==> config.mk <==
export PLATFORM = sky130hd
export DESIGN_NAME = pus_divider
export DESIGN_NICKNAME = d
export VERILOG_FILES = /design/src/rtl/core/pus_divider.sv
export SDC_FILE = /design/constraint.sdc
export NUM_CORES = 2
export LEC_CHECK = 0
export ABC_AREA = 1
export BUFFER_PORTS_ARGS = -buffer_cell sky130_fd_sc_hd__buf_2
export CORE_MARGIN = 4
export CORE_UTILIZATION = 38
export DETAILED_ROUTE_END_ITERATION = 12
export SKIP_CTS_REPAIR_TIMING = 1
export SLEW_MARGIN = 15
export SYNTH_ARGS = -nofsm -noshare
export SYNTH_HDL_FRONTEND = slang
export SYNTH_SLANG_ARGS = --single-unit
==> constraint.sdc <==
create_clock -name clk_i -period 3 [get_ports clk_i]
set_clock_uncertainty 0.15 [all_clocks]
set_input_delay 0 -clock clk_i [delete_from_list [all_inputs] [get_ports clk_i]]
set_output_delay 0 -clock clk_i [all_outputs]
set_load 0.005 [all_outputs]
==> src/rtl/core/pus_divider.sv <==
`timescale 1ns / 1ps
// Pipelined restoring divider: 16-bit quotient of num / den, one quotient bit
// per stage, with a side payload carried alongside. The high NumW-QW bits of
// num form the starting remainder and must be below den.
module pus_divider #(
  parameter int unsigned NumW = 48,
  parameter int unsigned DenW = 31,
  parameter int unsigned QW = 16,
  parameter int unsigned SideW = 8
) (
  input  logic             clk_i,
  input  logic             rst_ni,
  input  logic             adv_i,
  input  logic             valid_i,
  input  logic [NumW-1:0]  num_i,
  input  logic [DenW-1:0]  den_i,
  input  logic [SideW-1:0] side_i,
  output logic             valid_o,
  output logic [QW-1:0]    quo_o,
  output logic [SideW-1:0] side_o
);

  logic [QW:1]            vld_q;
  logic [DenW:0]          rem_q  [1:QW];
  logic [NumW-1:0]        num_q  [1:QW];
  logic [DenW-1:0]        den_q  [1:QW];
  logic [QW-1:0]          quo_q  [1:QW];
  logic [SideW-1:0]       side_q [1:QW];

  always_ff @(posedge clk_i or negedge rst_ni) begin
    if (!rst_ni) vld_q <= '0;
    else if (adv_i) vld_q <= {vld_q[QW-1:1], valid_i};
  end

  for (genvar s = 0; s < QW; s++) begin : g_stage
    logic [DenW:0]    rem_in;
    logic [NumW-1:0]  num_in;
    logic [DenW-1:0]  den_in;
    logic [QW-1:0]    quo_in;
    logic [SideW-1:0] side_in;
    logic [DenW+1:0]  trial_d;
    logic [DenW+1:0]  diff_d;
    if (s == 0) begin : g_first
      // Start from the high part of the numerator as the partial remainder
      assign rem_in  = num_i[NumW-1:QW];
      assign num_in  = num_i;
      assign den_in  = den_i;
      assign quo_in  = '0;
      assign side_in = side_i;
    end else begin : g_next
      assign rem_in  = rem_q[s];
      assign num_in  = num_q[s];
      assign den_in  = den_q[s];
      assign quo_in  = quo_q[s];
      assign side_in = side_q[s];
    end
    always_comb begin
      // Bring down the next numerator bit, counting from bit QW-1-s of the low part
      trial_d = {rem_in, num_in[QW-1-s]};
      diff_d  = trial_d - {2'b00, den_in};
    end
    always_ff @(posedge clk_i) begin
      if (adv_i) begin
        if (!diff_d[DenW+1]) begin
          rem_q[s+1] <= diff_d[DenW:0];
          quo_q[s+1] <= {quo_in[QW-2:0], 1'b1};
        end else begin
          rem_q[s+1] <= trial_d[DenW:0];
          quo_q[s+1] <= {quo_in[QW-2:0], 1'b0};
        end
        num_q[s+1]  <= num_in;
        den_q[s+1]  <= den_in;
        side_q[s+1] <= side_in;
      end
    end
  end

  assign valid_o = vld_q[QW];
  assign quo_o   = quo_q[QW];
  assign side_o  = side_q[QW];

endmodule

# Word-level counts from Yosys, hierarchy flattened
# Memory sizes are Yosys's and may differ from the RTL's.
# Index checks and enable logic that the tools add are counted.
# Widths: inputs -> output; s select.
[totals] register_bits=16 ramBits=2160 input_bits=91 out_inout_bits=25 elab_cells=184 mem_count=5
[classes] add_sub_neg=16 muxes=130 bitwise=32
[memory_table] name="num_q" words=16 width=48 rd=15 rd_clocked_by_memory_dff=0 write_ports=16 line_no="25" text="logic [NumW-1:0] num_q [1:QW];"
[memory_table] name="rem_q" words=16 width=32 rd=15 rd_clocked_by_memory_dff=0 write_ports=16 line_no="24" text="logic [DenW:0] rem_q [1:QW];"
[memory_table] name="den_q" words=16 width=31 rd=15 rd_clocked_by_memory_dff=0 write_ports=16 line_no="26" text="logic [DenW-1:0] den_q [1:QW];"
[memory_table] name="quo_q" words=16 width=16 rd=16 rd_clocked_by_memory_dff=0 write_ports=16 line_no="27" text="logic [QW-1:0] quo_q [1:QW];"
[memory_table] name="side_q" words=16 width=8 rd=16 rd_clocked_by_memory_dff=0 write_ports=16 line_no="28" text="logic [SideW-1:0] side_q [1:QW];"
[ops] cell="$sub 33x31->33" n=16
[ops] cell="$mux 32" n=16
[ops] cell="$mux 16" n=16
[ops] cell="$mux 1" n=98
[ops] cell="$or 1x1->1" n=32

# Logic depth before layout (Yosys ltp)
# An unclocked memory read counts as a cell.
[depth] word_depth=6 ltp_mapped=17 mapped_depth_nobuf=17

# Worst setup path after synthesis
# Ideal clock, no wire load.
[synth_path] path_type="register to register" startpoint="reg, netlist name num_q[0][203]" endpoint="reg, netlist name rem_q[0][167]" setup_time_ns=0.253 t_arrival_ns=2.070 t_required_ns=2.597 setup_slack_ns=0.527 stages_incl_launch_ff=18 n_path_buf=1 period_less_slack_ns=2.473 path_cell_list="edfxtp_1 > inv_1 > ha_1 > inv_1 > fa_1 > nand2_1 > nand2_1 > nand3_1 > nand2_2 > nand2_1 > nand2_2 > nand2_1 > nand2_1 > nand2_2 > nand3_4 > buf_4 > nand2_1 > nand2_1"

==> results.yml <==
run_status:
  status: "finished, violations left"
  violations: "negative hold slack"
floorplan:
  dieHeight_microns: 482
  num_rows: 173
  num_io_pins: 116
  dieArea_sq_mm: 0.232
  start_util_pct: 38.3
  core_sq_mm: 0.223
  die_w_microns: 482
detailed_routing:
  drcViolationCount: 0
  wl_microns: 288000
  via_per_inst: 5.00
  firstDrtPassIters: 8
  drt-initial-drc-count: 5666
  wl_per_cell_microns: 20.0
  vias: 71700
  ant_nets: 0
placement:
  pre_cts_slack_ps: 95.3
  io_buffer_count: 115
  hpwlAfterDp_microns: 233000
  dp_cells: 13900
  routabilityCongestion: 0.947
power_and_ir_drop:
  peakVddDrop_uv: 493
  total_power_mw: 96.3
  leakage_nw: 49.2
  power_density_mw_per_mm2: 976
worst_setup_path:
  worstSetupEndpointType: "flop"
  r2r-end: "quo_q[0][128]"
  worst_r2r_path_depth: 10
  crit_required_ps: 3420
  critPathLaunchType: "flop"
  cpMostUsedCell: "nand2_1"
  path_cells: "ha_1, nand2_1, nor3_1, nand2_1, nor2_1, nand2_2, nand3_2, nand3_4, buf_12, buf_4"
  critPathKind: "flop to flop"
  worstPathArrival_ps: 3360
  critPathMaxStageDelay_ps: 510
  cp_max_fo: 12
  r2r_slack_ps: 50
  r2r_start: "rem_q[0][252]"
  crit_path_top_delay_cell: "edfxtp_1"
cts:
  clock_path_buffers: 3
  cts.clk_slew.worst_paths_ps: 60
  tritoncts: "yes"
  htreeDepth: 4
  clkSinkCount: 1345
  cts_root_buf: "clkbuf_16"
  cts_made_buffers: 159
  clock_latency_ps: 850
worst_hold_path:
  min_from: "num_i[38]"
  hold_end: "rem_q[0][55]"
  min_delay_path_depth: 4
  min_path_type: "input port to flop"
synth:
  ys_seq_elements: 1345
  synth_fp_nets: 11300
  ys_top_cells_by_area: "edfxtp_1 (47%), nand2_1 (18%), inv_1 (8.3%)"
  yosysMostFrequentCell: "nand2_1"
  syn-cell-area_sq_mm: 0.0854
  synth.avg_cell_area_sq_um: 7.99
  yosys.area_share.simple_pct: 28.8
  yosysSeqAreaShare_pct: 47.2
  synth-xor-area-share_pct: 2.62
  synth_compound_area_share_pct: 3.97
  synth_edf_count: 1329
  synth_top_family_by_area: "simple AND/OR/NAND/NOR gates"
  synthAdderAreaFrac_pct: 7.61
  yosysUniqueCellTypes: 37
  async_flop_share_pct: 1.19
  synthCells: 10700
  netlist.top_cell.by_area: "edfxtp_1"
  yosysTopAreaCellShare_pct: 46.7
  yosys-top-cells-count: "nand2_1 (4,030), inv_1 (1,882), edfxtp_1 (1,329)"
  synthFlopType: "edfxtp_1"
  yosys_warnings: 0
  synth_mux_area_share_pct: 0.0264
cells_and_area:
  finalNonFillerCells: 14300
  drive_above_1_share_pct: 6.79
  area_growth_pct: 15.6
  layout.nets: 11800
  final_util_pct: 44.3
grt:
  grtUsageMet1_pct: 30.3
  grt_max_degree: 101
  grt_pass1_vias: 68100
  gr-usage-met3_pct: 2.85
  antenna_found_initial: 10
  grt_most_used_layer: "met2"
  grt_pass1_wl_microns: 426000
  grt_overflow: 0
  grt_util_all_layers_pct: 24.3
  grt_util_met2_pct: 43.1
timing:
  worst_pin_slew_ps: 768
  whs_ps: -7.90
  min_period_ps: 2950
  setup_viol_count_final: 0
  slew_headroom_pct: 48.8
  max_clock_freq_ghz: 0.340
  hold_violations: 2
  setup_ws_ps: 55.0
  post-route-period-util_pct: 98.2
  slew_violations: 0
  setup_tns_ps: 0
run:
  maxCapViolCount: 0
==> cells by family (layout without fill, tap and decap cells) <==
family	Yosys count	after routing
other	0	10
AND/OR/NAND/NOR	5866	5866
adder cells (fa/ha/maj)	510	510
XOR/XNOR	255	255
AO/OA/AOI/OAI	620	620
multiplexers	2	2
buffers and inverters	2093	2764
flip-flops	1345	1345
==> flip-flops by register name, summed over array words and instances, names as in the netlist <==
register / count
vld_q: 16
den_q: 465
rem_q: 480
num_q: 120
quo_q: 136
side_q: 128
==> metal layers <==
layer,up-vias,share of wire (%)
met1,33500,41
met2,2034,50
met4,0,4.0
met5,-,0
li1,35700,-
met3,506,4.7
==> report_power, final <==
group | internal [mW] | switching (mW)
Combinational | 15.5 | 30.3
Clock | 11.6 | 8.42
Sequential | 26.5 | 3.99
Total | 53.6 | 42.7
==> layout by cell type (no fill, tap or decap), drive strengths merged <==
master / netlist / routed
fa: 15 / 15
and2: 22 / 22
ha: 495 / 495
dlygate4sd3: 0 / 174
inv: 1882 / 1893
a21boi: 4 / 4
nand3b: 12 / 12
clkinvlp: 0 / 18
nor4: 7 / 7
dfrtp: 16 / 16
xor2: 255 / 255
or2: 9 / 9
clkbuf: 61 / 183
nor2: 644 / 644
mux2: 2 / 2
nor3: 97 / 97
bufinv: 0 / 17
diode: 0 / 10
edfxtp: 1329 / 1329
nand2: 4086 / 4086
and3: 1 / 1
a21oi: 433 / 433
a31oi: 4 / 4
o21ai: 75 / 75
a21o: 15 / 15
clkinv: 0 / 66
nand3: 457 / 457
nand4: 531 / 531
buf: 150 / 413
o21a: 1 / 1
o21bai: 88 / 88
==> layout make-up <==
type	count	area, sq um
Fill cell	22300	124000
Sequential cell	1345	40300
Multi-Input combinational cell	7253	36800
Inverter	1882	7060
Timing Repair Buffer	590	5340
Clock buffer	180	4140
Tap cell	2975	3720
Clock inverter	112	1330
Antenna cell	10	25.0
==> per-stage QoR <==
step                      hold slack, ps  area [sq um]
final                              -7.90         98700
after global routing               0.645         98700
after global placement              -229         91200
after floorplan                     -446         85400
after detailed placement            -221         91200
after CTS                          -1160         96700
==> worst max-delay path by stage <==
stage	end	slack (ps)	start
after CTS	rem_q[0][210]	90	num_q[0][250]
after floorplan	rem_q[0][167]	530	num_q[0][203]
final	quo_q[0][128]	50	rem_q[0][252]
after detailed placement	rem_q[0][383]	100	rem_q[0][338]
after global routing	rem_q[0][48]	-30	num_i[15]
after global placement	rem_q[0][202]	110	num_q[0][250]
==> critical path, delay by kind of cell (launching register included) <==
family,cells,cell delay (ps)
DFF,1,510
adders and majority gates,1,470
buffers and inverters,2,410
and+or+nand+nor,7,1110
Note: power is estimated with default switching activity, not from simulation.
