<file path="src/rtl/core/pus_pkg.sv">
`timescale 1ns / 1ps
package pus_pkg;

  localparam int unsigned NumCfgRegs = 8;
  localparam int unsigned CfgIdxW = 3;
  localparam int unsigned CfgDataW = 48;

  localparam logic [CfgIdxW-1:0] RegGravX = 3'd0;
  localparam logic [CfgIdxW-1:0] RegGravY = 3'd1;
  localparam logic [CfgIdxW-1:0] RegGravZ = 3'd2;
  localparam logic [CfgIdxW-1:0] RegColS = 3'd3;
  localparam logic [CfgIdxW-1:0] RegColM = 3'd4;
  localparam logic [CfgIdxW-1:0] RegColE = 3'd5;
  localparam logic [CfgIdxW-1:0] RegAlpha = 3'd6;
  localparam logic [CfgIdxW-1:0] RegScale = 3'd7;

  localparam logic signed [31:0] DeadAge = -32'sd65536;
  localparam logic signed [31:0] RstGravY = -32'sd602931;
  localparam logic [47:0] RstColor = 48'h800080008000;
  localparam logic [47:0] RstAlpha = 48'h000040008000;
  localparam logic [47:0] RstScale = 48'h010001000100;

  typedef struct packed {
    logic signed [31:0] pos_x;
    logic signed [31:0] pos_y;
    logic signed [31:0] pos_z;
    logic signed [31:0] vel_x;
    logic signed [31:0] vel_y;
    logic signed [31:0] vel_z;
    logic signed [31:0] age;
    logic [30:0] lifetime;
    logic [15:0] time_step;
  } pus_in_t;

  typedef struct packed {
    logic signed [31:0] new_pos_x;
    logic signed [31:0] new_pos_y;
    logic signed [31:0] new_pos_z;
    logic signed [31:0] new_vel_x;
    logic signed [31:0] new_vel_y;
    logic signed [31:0] new_vel_z;
    logic signed [31:0] new_age;
    logic [15:0] color_r;
    logic [15:0] color_g;
    logic [15:0] color_b;
    logic [15:0] alpha;
    logic [15:0] scale;
  } pus_out_t;

  typedef struct packed {
    logic signed [31:0] grav_x;
    logic signed [31:0] grav_y;
    logic signed [31:0] grav_z;
    logic [47:0] col_s;
    logic [47:0] col_m;
    logic [47:0] col_e;
    logic [47:0] alpha_k;
    logic [47:0] scale_k;
  } pus_cfg_t;

  // Saturate a 49-bit signed sum to 32 bits
  function automatic logic signed [31:0] sat32(input logic signed [48:0] v);
    logic signed [31:0] r;
    if (v > 49'sd2147483647) r = 32'sh7fffffff;
    else if (v < -49'sd2147483648) r = 32'sh80000000;
    else r = v[31:0];
    return r;
  endfunction

endpackage

</file>
<file path="src/rtl/core/pus_cfg_regs.sv">
`timescale 1ns / 1ps
// Configuration register file
module pus_cfg_regs (
  input  logic                          clk_i,
  input  logic                          rst_ni,
  input  logic                          cfg_we_i,
  input  logic [pus_pkg::CfgIdxW-1:0]   cfg_idx_i,
  input  logic [pus_pkg::CfgDataW-1:0]  cfg_data_i,
  output pus_pkg::pus_cfg_t             cfg_o
);

  pus_pkg::pus_cfg_t cfg_q;

  always_ff @(posedge clk_i or negedge rst_ni) begin
    if (!rst_ni) begin
      cfg_q.grav_x  <= '0;
      cfg_q.grav_y  <= pus_pkg::RstGravY;
      cfg_q.grav_z  <= '0;
      cfg_q.col_s   <= pus_pkg::RstColor;
      cfg_q.col_m   <= pus_pkg::RstColor;
      cfg_q.col_e   <= pus_pkg::RstColor;
      cfg_q.alpha_k <= pus_pkg::RstAlpha;
      cfg_q.scale_k <= pus_pkg::RstScale;
    end else if (cfg_we_i) begin
      unique case (cfg_idx_i)
        pus_pkg::RegGravX: cfg_q.grav_x  <= cfg_data_i[31:0];
        pus_pkg::RegGravY: cfg_q.grav_y  <= cfg_data_i[31:0];
        pus_pkg::RegGravZ: cfg_q.grav_z  <= cfg_data_i[31:0];
        pus_pkg::RegColS:  cfg_q.col_s   <= cfg_data_i;
        pus_pkg::RegColM:  cfg_q.col_m   <= cfg_data_i;
        pus_pkg::RegColE:  cfg_q.col_e   <= cfg_data_i;
        pus_pkg::RegAlpha: cfg_q.alpha_k <= cfg_data_i;
        pus_pkg::RegScale: cfg_q.scale_k <= cfg_data_i;
        default: ;
      endcase
    end
  end

  assign cfg_o = cfg_q;

endmodule

</file>
<file path="config.mk">
export PLATFORM = sky130hd
export DESIGN_NAME = pus_cfg_regs
export DESIGN_NICKNAME = d
export VERILOG_FILES = /design/src/rtl/core/pus_pkg.sv /design/src/rtl/core/pus_cfg_regs.sv
export SDC_FILE = /design/constraint.sdc
export NUM_CORES = 1
export LEC_CHECK = 0
export ABC_CLOCK_PERIOD_IN_PS = 830
export BUFFER_PORTS_ARGS = -buffer_cell sky130_fd_sc_hd__buf_2
export CAP_MARGIN = 10
export CORE_ASPECT_RATIO = 0.6
export CORE_MARGIN = 4
export CORE_UTILIZATION = 50
export CTS_CLUSTER_DIAMETER = 40
export DETAILED_ROUTE_END_ITERATION = 7
export HOLD_SLACK_MARGIN = 0.06
export PLACE_DENSITY = 0.81
export SLEW_MARGIN = 20
export SYNTH_ARGS = -nofsm -noshare
export SYNTH_HDL_FRONTEND = slang
export SYNTH_SLANG_ARGS = --single-unit
</file>
<file path="constraint.sdc">
create_clock -name clk_i -period 0.83 [get_ports clk_i]
set_input_delay 0.0415 -clock clk_i [delete_from_list [all_inputs] [get_ports clk_i]]
set_output_delay 0.0415 -clock clk_i [all_outputs]
set_load 0.02 [all_outputs]
</file>
Yosys cells after proc, flatten, opt, wreduce, memory -nomap -nowiden
Cells that the tools add are included.

Flip-flop bits (word level): 336. Output and inout port bits: 336. Word-level logic and storage cells: 24.

Equality and inequality tests: 7. Reductions and logical operators: 9.

Operators by type and width (number): $reduce_and A2 Y1 (8); $eq A3 B3 Y1 const B (4); $eq A3 B2 Y1 const B (2); $eq A3 B1 Y1 const B (1); $logic_not A3 Y1 (1).

Depth between registers and ports, before layout
Gate-level depths: netlist of run 1.

Word-level depth: 2. Gate-level depth with buffers: 4. Depth with buffers taken out: 2.

Worst setup path before layout of run 1
No wires, ideal clock.

Kind: input -> register. Start point: input port cfg_idx_i[0] (netlist name). End point: register cfg_q, in the netlist cfg_o[241]. Arrival time: 0.958 ns. Path slack: -0.253 ns. Cell stages on the path: 4. Buffers on the path: 2. Cell sequence: nor4bb_1 -> clkbuf_2 -> buf_6 -> mux2_2.

Longest elaborated chain between the ends: 2.

Ends and longest elaborated chain: start: declaration (RTL line pus_cfg_regs.sv:7) `input logic [pus_pkg::CfgIdxW-1:0] cfg_idx_i,`; $eq A3 B2 Y1 (RTL line pus_cfg_regs.sv:25) `unique case (cfg_idx_i)`; $reduce_and A2 Y1 (no source line); end: declaration (RTL line pus_cfg_regs.sv:12) `pus_pkg::pus_cfg_t cfg_q;`.

No other way between the ends. A chain may end at the register's enable or synchronous reset.

Worst setup path in the final report of run 1
Start point: register cfg_q, in the netlist cfg_o[302]. End point: output port cfg_o[302] (netlist name).

RTL lines: end: declaration (RTL line pus_cfg_regs.sv:9) `output pus_pkg::pus_cfg_t cfg_o`.

No word-level cell between the ends.

==> results of run 1 <==
[cell usage after synthesis]
cell type,count,area share (%)
nand4b_1,3,0.21
buf_4,4,0.24
nand4_1,1,0.050
dfrtp_1,299,59
and4bb_1,1,0.099
buf_6,17,1.5
mux2_1,22,2.0
nor4b_4,1,0.19
and4bb_2,1,0.099
clkbuf_2,1,0.040
nor4bb_1,1,0.079
dfstp_2,37,7.7
buf_2,14,0.55
mux2_2,314,28
[report_power, final]
group	internal (uW)	leakage, uW	switching, uW
Clock	8730	0.000551	7180
Sequential	20300	0.00398	3630
Combinational	12800	0.00564	10200
[metal layers]
metal,wire length (um),up-vias
met4,2300,0
li1,-,3826
met2,25700,581
met1,19500,5078
met3,4810,173
met5,0,-
[cell type report]
type                    count  area [um^2]
flip-flops and latches    336         8450
repair buffers            632         6830
multi-input cells         344         4370
fillers                   904         3320
clock buffers              47         1010
well taps                 322          403
clock inverters            15          120
[stage by stage]
stage / std cells / power, uW / util [%] / instance area [um^2]
5_1_grt: 1696 / 64800 / 86.5 / 21200
2_1_floorplan: 716 / 30600 / - / 12900
3_3_place_gp: 1449 / 36500 / 64.0 / 15700
3_5_place_dp: 1449 / 36900 / 64.0 / 15700
6_report: 1696 / 62900 / 86.5 / 21200
4_1_cts: 1642 / 58900 / 81.9 / 20100
[how the worst min path moves through the flow]
stage,start,cells past startpoint,end
after floorplan,rst_ni,0,cfg_o[0]
after global placement,rst_ni,1,cfg_o[195]
after detailed placement,rst_ni,1,cfg_o[195]
after CTS,rst_ni,2,cfg_o[275]
after global routing,rst_ni,2,cfg_o[275]
final,rst_ni,2,cfg_o[274]
[cell families after synthesis]
| kind of cell | count (synthesis) | synth area share, % |
|---|---|---|
| DFF | 336 | 67.0 |
| and+or+nand+nor | 8 | 0.723 |
| muxes | 336 | 30.0 |
| buffers and inverters | 36 | 2.35 |
[repair_timing]
item                                   in CTS  in global routing
hold buffers                               50                  0
resized for setup                         683                184
buffers inserted                           81                 73
endpoints found under the hold margin     672                  0
pin swaps                                   0                  3
cloned                                      0                  8
setup endpoints to repair                 378                552
==> results.py, run 1 <==
metrics = {
    "detailed_routing": {
        "viasPerCell": 5.69,
        "drt_wl_total_mm": 52.2,
        "drt_iter0_markers": 749,
        "dr.pass1.iters": 7,
        "route.detailed.drc": 0,
        "via_count": 9658,
        "drtAntennaViolNets": 0,
        "wl_per_cell_um": 30.8,
    },
    "status": {
        "violations": "setup timing",
        "status": "finished with violations",
    },
    "setup_path": {
        "critPathArrivalTime_ns": 1.23,
        "critPathMaxFanout": 2,
        "critPathLaunchType": "register",
        "slowest_delay_ns": 0.57,
        "cp-endpoint": "cfg_o[302]",
        "ff2ff_path_depth": 2,
        "reg2reg_to": "cfg_o[161]",
        "crit_start": "cfg_o[302]",
        "path_depth": 1,
        "required_ns": 0.79,
        "critPathSlowestCell": "dfstp_2",
        "r2r_slack_ns": -0.19,
        "end_kind": "output port",
        "path_cells": "buf_6",
        "r2r-start": "cfg_o[161]",
        "crit_type": "register to output port",
        "cp_num_buf_inv": 1,
        "cp_top_family": "flip-flops",
    },
    "floorplan": {
        "initial_core_util_pct": 51.5,
        "io_pins": 390,
        "die_area_um2": 27900,
        "dieWidth_um": 213,
        "coreArea_um2": 24500,
        "rows": 44,
        "fp.dieH_um": 131,
    },
    "cells_and_area": {
        "final_common_cell": "buf_6",
        "area_growth_pct": 67.8,
        "final_net_count": 1402,
        "drive_above_1_share_pct": 73.6,
        "mostFrequentLayoutCells": "buf_6 (445), dfrtp_1 (299), mux2_2 (205)",
        "antennaDiodeCount": 0,
        "largest_register_ff_count": 336,
    },
    "timing": {
        "relSlewSlack_pct": 81.1,
        "rsz0062_at_grt": "yes",
        "fin_skew_ns": 0,
        "tightest_slew_ns": 0.283,
        "fin_setup_tns_ns": -110.16,
        "finalMaxSlewViolations": 0,
        "holdWs_ns": 0.0941,
        "fin_crit_sh_pct": 153,
        "fin_ws_ns": -0.437,
        "period_needed_ns": 1.27,
        "fmax_mhz": 789,
        "hold_viol_final": 0,
        "final-setup-viol-count": 524,
    },
    "worst_hold_path": {
        "hold_class": "primary input to asynchronous set/reset pin",
    },
    "grt": {
        "grt_pass1_vias": 10367,
        "grt_use_met1_pct": 39.2,
        "grt_max_degree": 50,
        "antenna_found_initial": 0,
        "grt-ovfl-total": 0,
        "globalRouteMet3Util_pct": 10.8,
        "gr-max-usage-layer": "met2",
        "grt_pass1_wl_mm": 67.5,
        "grtUsageMet2_pct": 55.2,
        "track_usage_pct": 32.4,
    },
    "power_and_ir_drop": {
        "p_per_area_nw_per_um2": 2970,
        "leakage_uw": 0.0102,
        "vdd_drop_max_mv": 2.09,
    },
    "logic_synthesis": {
        "synth_seq_cells": 336,
        "avgSynthCellArea_um2": 17.6,
        "syn_inst": 716,
        "yosys_warnings": 0,
        "synth_seq_area_share_pct": 67.0,
        "ys_types": 14,
        "synth.cell_area_um2": 12600,
        "synth_fp_nets": 770,
    },
    "place": {
        "dp_slack_ns": -0.568,
        "dp_hpwl_mm": 25.4,
        "place.gp.congestion": 0.816,
        "numPortBuffers": 389,
    },
    "flow_run": {
        "maxCapViolCount": 0,
    },
    "clock_network": {
        "cts_root_buffer": "clkbuf_16",
        "clkLatencyLatePin_ns": 0.51,
        "cts.sinks": 336,
        "htreeDepth": 2,
        "clk_pin_slew_ns": 0.07,
        "cts_buffer_depth": 3,
        "cts_tree": "yes",
        "cts_made_buffers": 34,
    },
}
No activity file was read; power rests on OpenSTA's default activity.
==> inputs of run 2 (changes only) <==
--- a/config.mk
+++ b/config.mk
@@ -11,7 +11,8 @@
 export CORE_ASPECT_RATIO = 0.6
 export CORE_MARGIN = 4
 export CORE_UTILIZATION = 50
-export CTS_CLUSTER_DIAMETER = 40
+export CTS_BUF_LIST = sky130_fd_sc_hd__clkbuf_8 sky130_fd_sc_hd__clkbuf_16
+export CTS_CLUSTER_SIZE = 10
 export DETAILED_ROUTE_END_ITERATION = 7
 export HOLD_SLACK_MARGIN = 0.06
 export PLACE_DENSITY = 0.81
==> run 2 against run 1 <==
- the flow still finishes with violations (setup timing)
- die area is the same
- utilization shrank 0.25 points
- fmax barely moved
- final area down 0.28%
- setup slack better by 0.00053 ns
- critical path depth unchanged
- sequential share of layout area grew 0.12 points
- non-clock buffer count did not move
==> results.py, run 2 (same netlist as run 1, synthesis figures left out) <==
metrics = {
    "status": {
        "status": "finished with violations",
        "violations": "setup timing",
    },
    "clock_network": {
        "cts.sinks": 336,
        "cts_root_buffer": "clkbuf_16",
        "cts_made_buffers": 39,
        "clkLatencyLatePin_ns": 0.51,
        "clk_pin_slew_ns": 0.06,
        "htreeDepth": 2,
        "cts_tree": "yes",
        "cts_buffer_depth": 3,
    },
    "cells_and_area": {
        "drive_above_1_share_pct": 72.3,
        "fin_util_pct": 86.2,
        "mostFrequentLayoutCells": "buf_6 (441), dfrtp_1 (298), mux2_2 (210)",
        "fillCellCount": 918,
        "largest_register_ff_count": 336,
        "final_net_count": 1407,
        "design_area_um2": 21100,
        "area_growth_pct": 67.3,
        "antennaDiodeCount": 0,
        "final_common_cell": "buf_6",
    },
    "timing": {
        "fin_ws_ns": -0.436,
        "rsz0062_at_grt": "yes",
        "fin_setup_tns_ns": -109.61,
        "relSlewSlack_pct": 77.5,
        "tightest_slew_ns": 0.336,
        "finalMaxSlewViolations": 0,
        "period_needed_ns": 1.27,
        "fin_crit_sh_pct": 153,
        "final-setup-viol-count": 527,
        "fmax_mhz": 790,
        "hold_viol_final": 0,
        "fin_skew_ns": 0,
        "holdWs_ns": 0.0957,
    },
    "power_and_ir_drop": {
        "leakage_uw": 0.0102,
        "vdd_drop_max_mv": 2.30,
        "p_per_area_nw_per_um2": 2980,
        "total_power_uw": 63000,
    },
    "grt": {
        "track_usage_pct": 32.0,
        "grt_max_degree": 50,
        "grt_pass1_vias": 10416,
        "antenna_found_initial": 0,
        "grt_pass1_wl_mm": 67.1,
        "grt-ovfl-total": 0,
    },
    "floorplan": {
        "die_area_um2": 27900,
        "fp.dieH_um": 131,
        "initial_core_util_pct": 51.5,
        "rows": 44,
        "dieWidth_um": 213,
        "io_pins": 390,
        "coreArea_um2": 24500,
    },
    "detailed_routing": {
        "wl_per_cell_um": 30.4,
        "drt_wl_total_mm": 51.7,
        "route.detailed.drc": 0,
        "dr.pass1.iters": 5,
        "drtAntennaViolNets": 0,
        "viasPerCell": 5.67,
        "drt_iter0_markers": 756,
        "via_count": 9658,
    },
    "setup_path": {
        "cp_num_buf_inv": 1,
        "end_kind": "output port",
        "crit_type": "register to output port",
        "crit_start": "cfg_o[300]",
        "r2r-start": "cfg_o[226]",
        "ff2ff_path_depth": 2,
        "slowest_delay_ns": 0.58,
        "path_cells": "buf_6",
        "critPathLaunchType": "register",
        "critPathMaxFanout": 2,
        "cp_top_family": "flip-flops",
        "critPathSlowestCell": "dfstp_2",
        "reg2reg_to": "cfg_o[226]",
        "critPathArrivalTime_ns": 1.22,
        "r2r_slack_ns": -0.16,
        "required_ns": 0.79,
    },
    "place": {
        "numPortBuffers": 389,
        "dp_hpwl_mm": 25.4,
        "place.gp.congestion": 0.816,
        "placed_area_um2": 15700,
    },
    "worst_hold_path": {
        "hold_class": "primary input to register",
        "hold_end": "cfg_o[333]",
        "hp-start": "cfg_idx_i[1]",
        "hold_depth": 4,
    },
    "flow_run": {
        "maxCapViolCount": 0,
    },
}
==> run 2: layout make-up <==
type | instances | area, um^2 | area share [%]
sequential | 336 | 8460 | 40.0
timing repair buffer | 632 | 6770 | 32.0
multi-input combinational | 344 | 4360 | 20.6
clock buffer | 42 | 1040 | 4.92
tap | 322 | 403 | 1.91
clock inverter | 27 | 101 | 0.480
==> run 2: through the flow <==
step / worst slack (ns) / cells
global route: -0.452 / 1703
CTS: -0.441 / 1648
global placement: -0.519 / 1449
floorplan: -0.240 / 716
detailed placement: -0.568 / 1449
finish: -0.436 / 1703
==> run 2: worst max-delay path by stage <==
| stage | to | slack (ns) | depth (start not counted) |
|---|---|---|---|
| floorplan | cfg_o[241] | -0.24 | 4 |
| global placement | cfg_o[72] | -0.52 | 5 |
| detailed placement | cfg_o[89] | -0.57 | 5 |
| CTS | cfg_o[300] | -0.44 | 1 |
| global route | cfg_o[300] | -0.45 | 1 |
| finish | cfg_o[300] | -0.44 | 1 |
==> run 2: layer usage <==
| layer | share of wire [%] | wire length [um] | GRT usage (%) |
|---|---|---|---|
| met1 | 38 | 19400 | 39.7 |
| met2 | 50 | 25600 | 55.0 |
| met3 | 9.1 | 4720 | 10.3 |
| met4 | 3.8 | 1950 | 9.06 |
| met5 | 0 | 0 | 0 |
==> run 2: what timing repair did <==
| action | 4_1_cts | 5_1_grt |
|---|---|---|
| resized for setup | 685 | 181 |
| gates cloned | 0 | 2 |
| hold endpoints to repair | 672 | 0 |
| pin swaps | 0 | 1 |
| buffers inserted | 80 | 77 |
| endpoints found under the setup margin | 372 | 520 |
| hold buffers | 50 | 0 |
==> run 2: power by group <==
part,internal [uW],switching [uW]
Clock,8920,6970
Combinational,12900,10200
Sequential,20300,3630
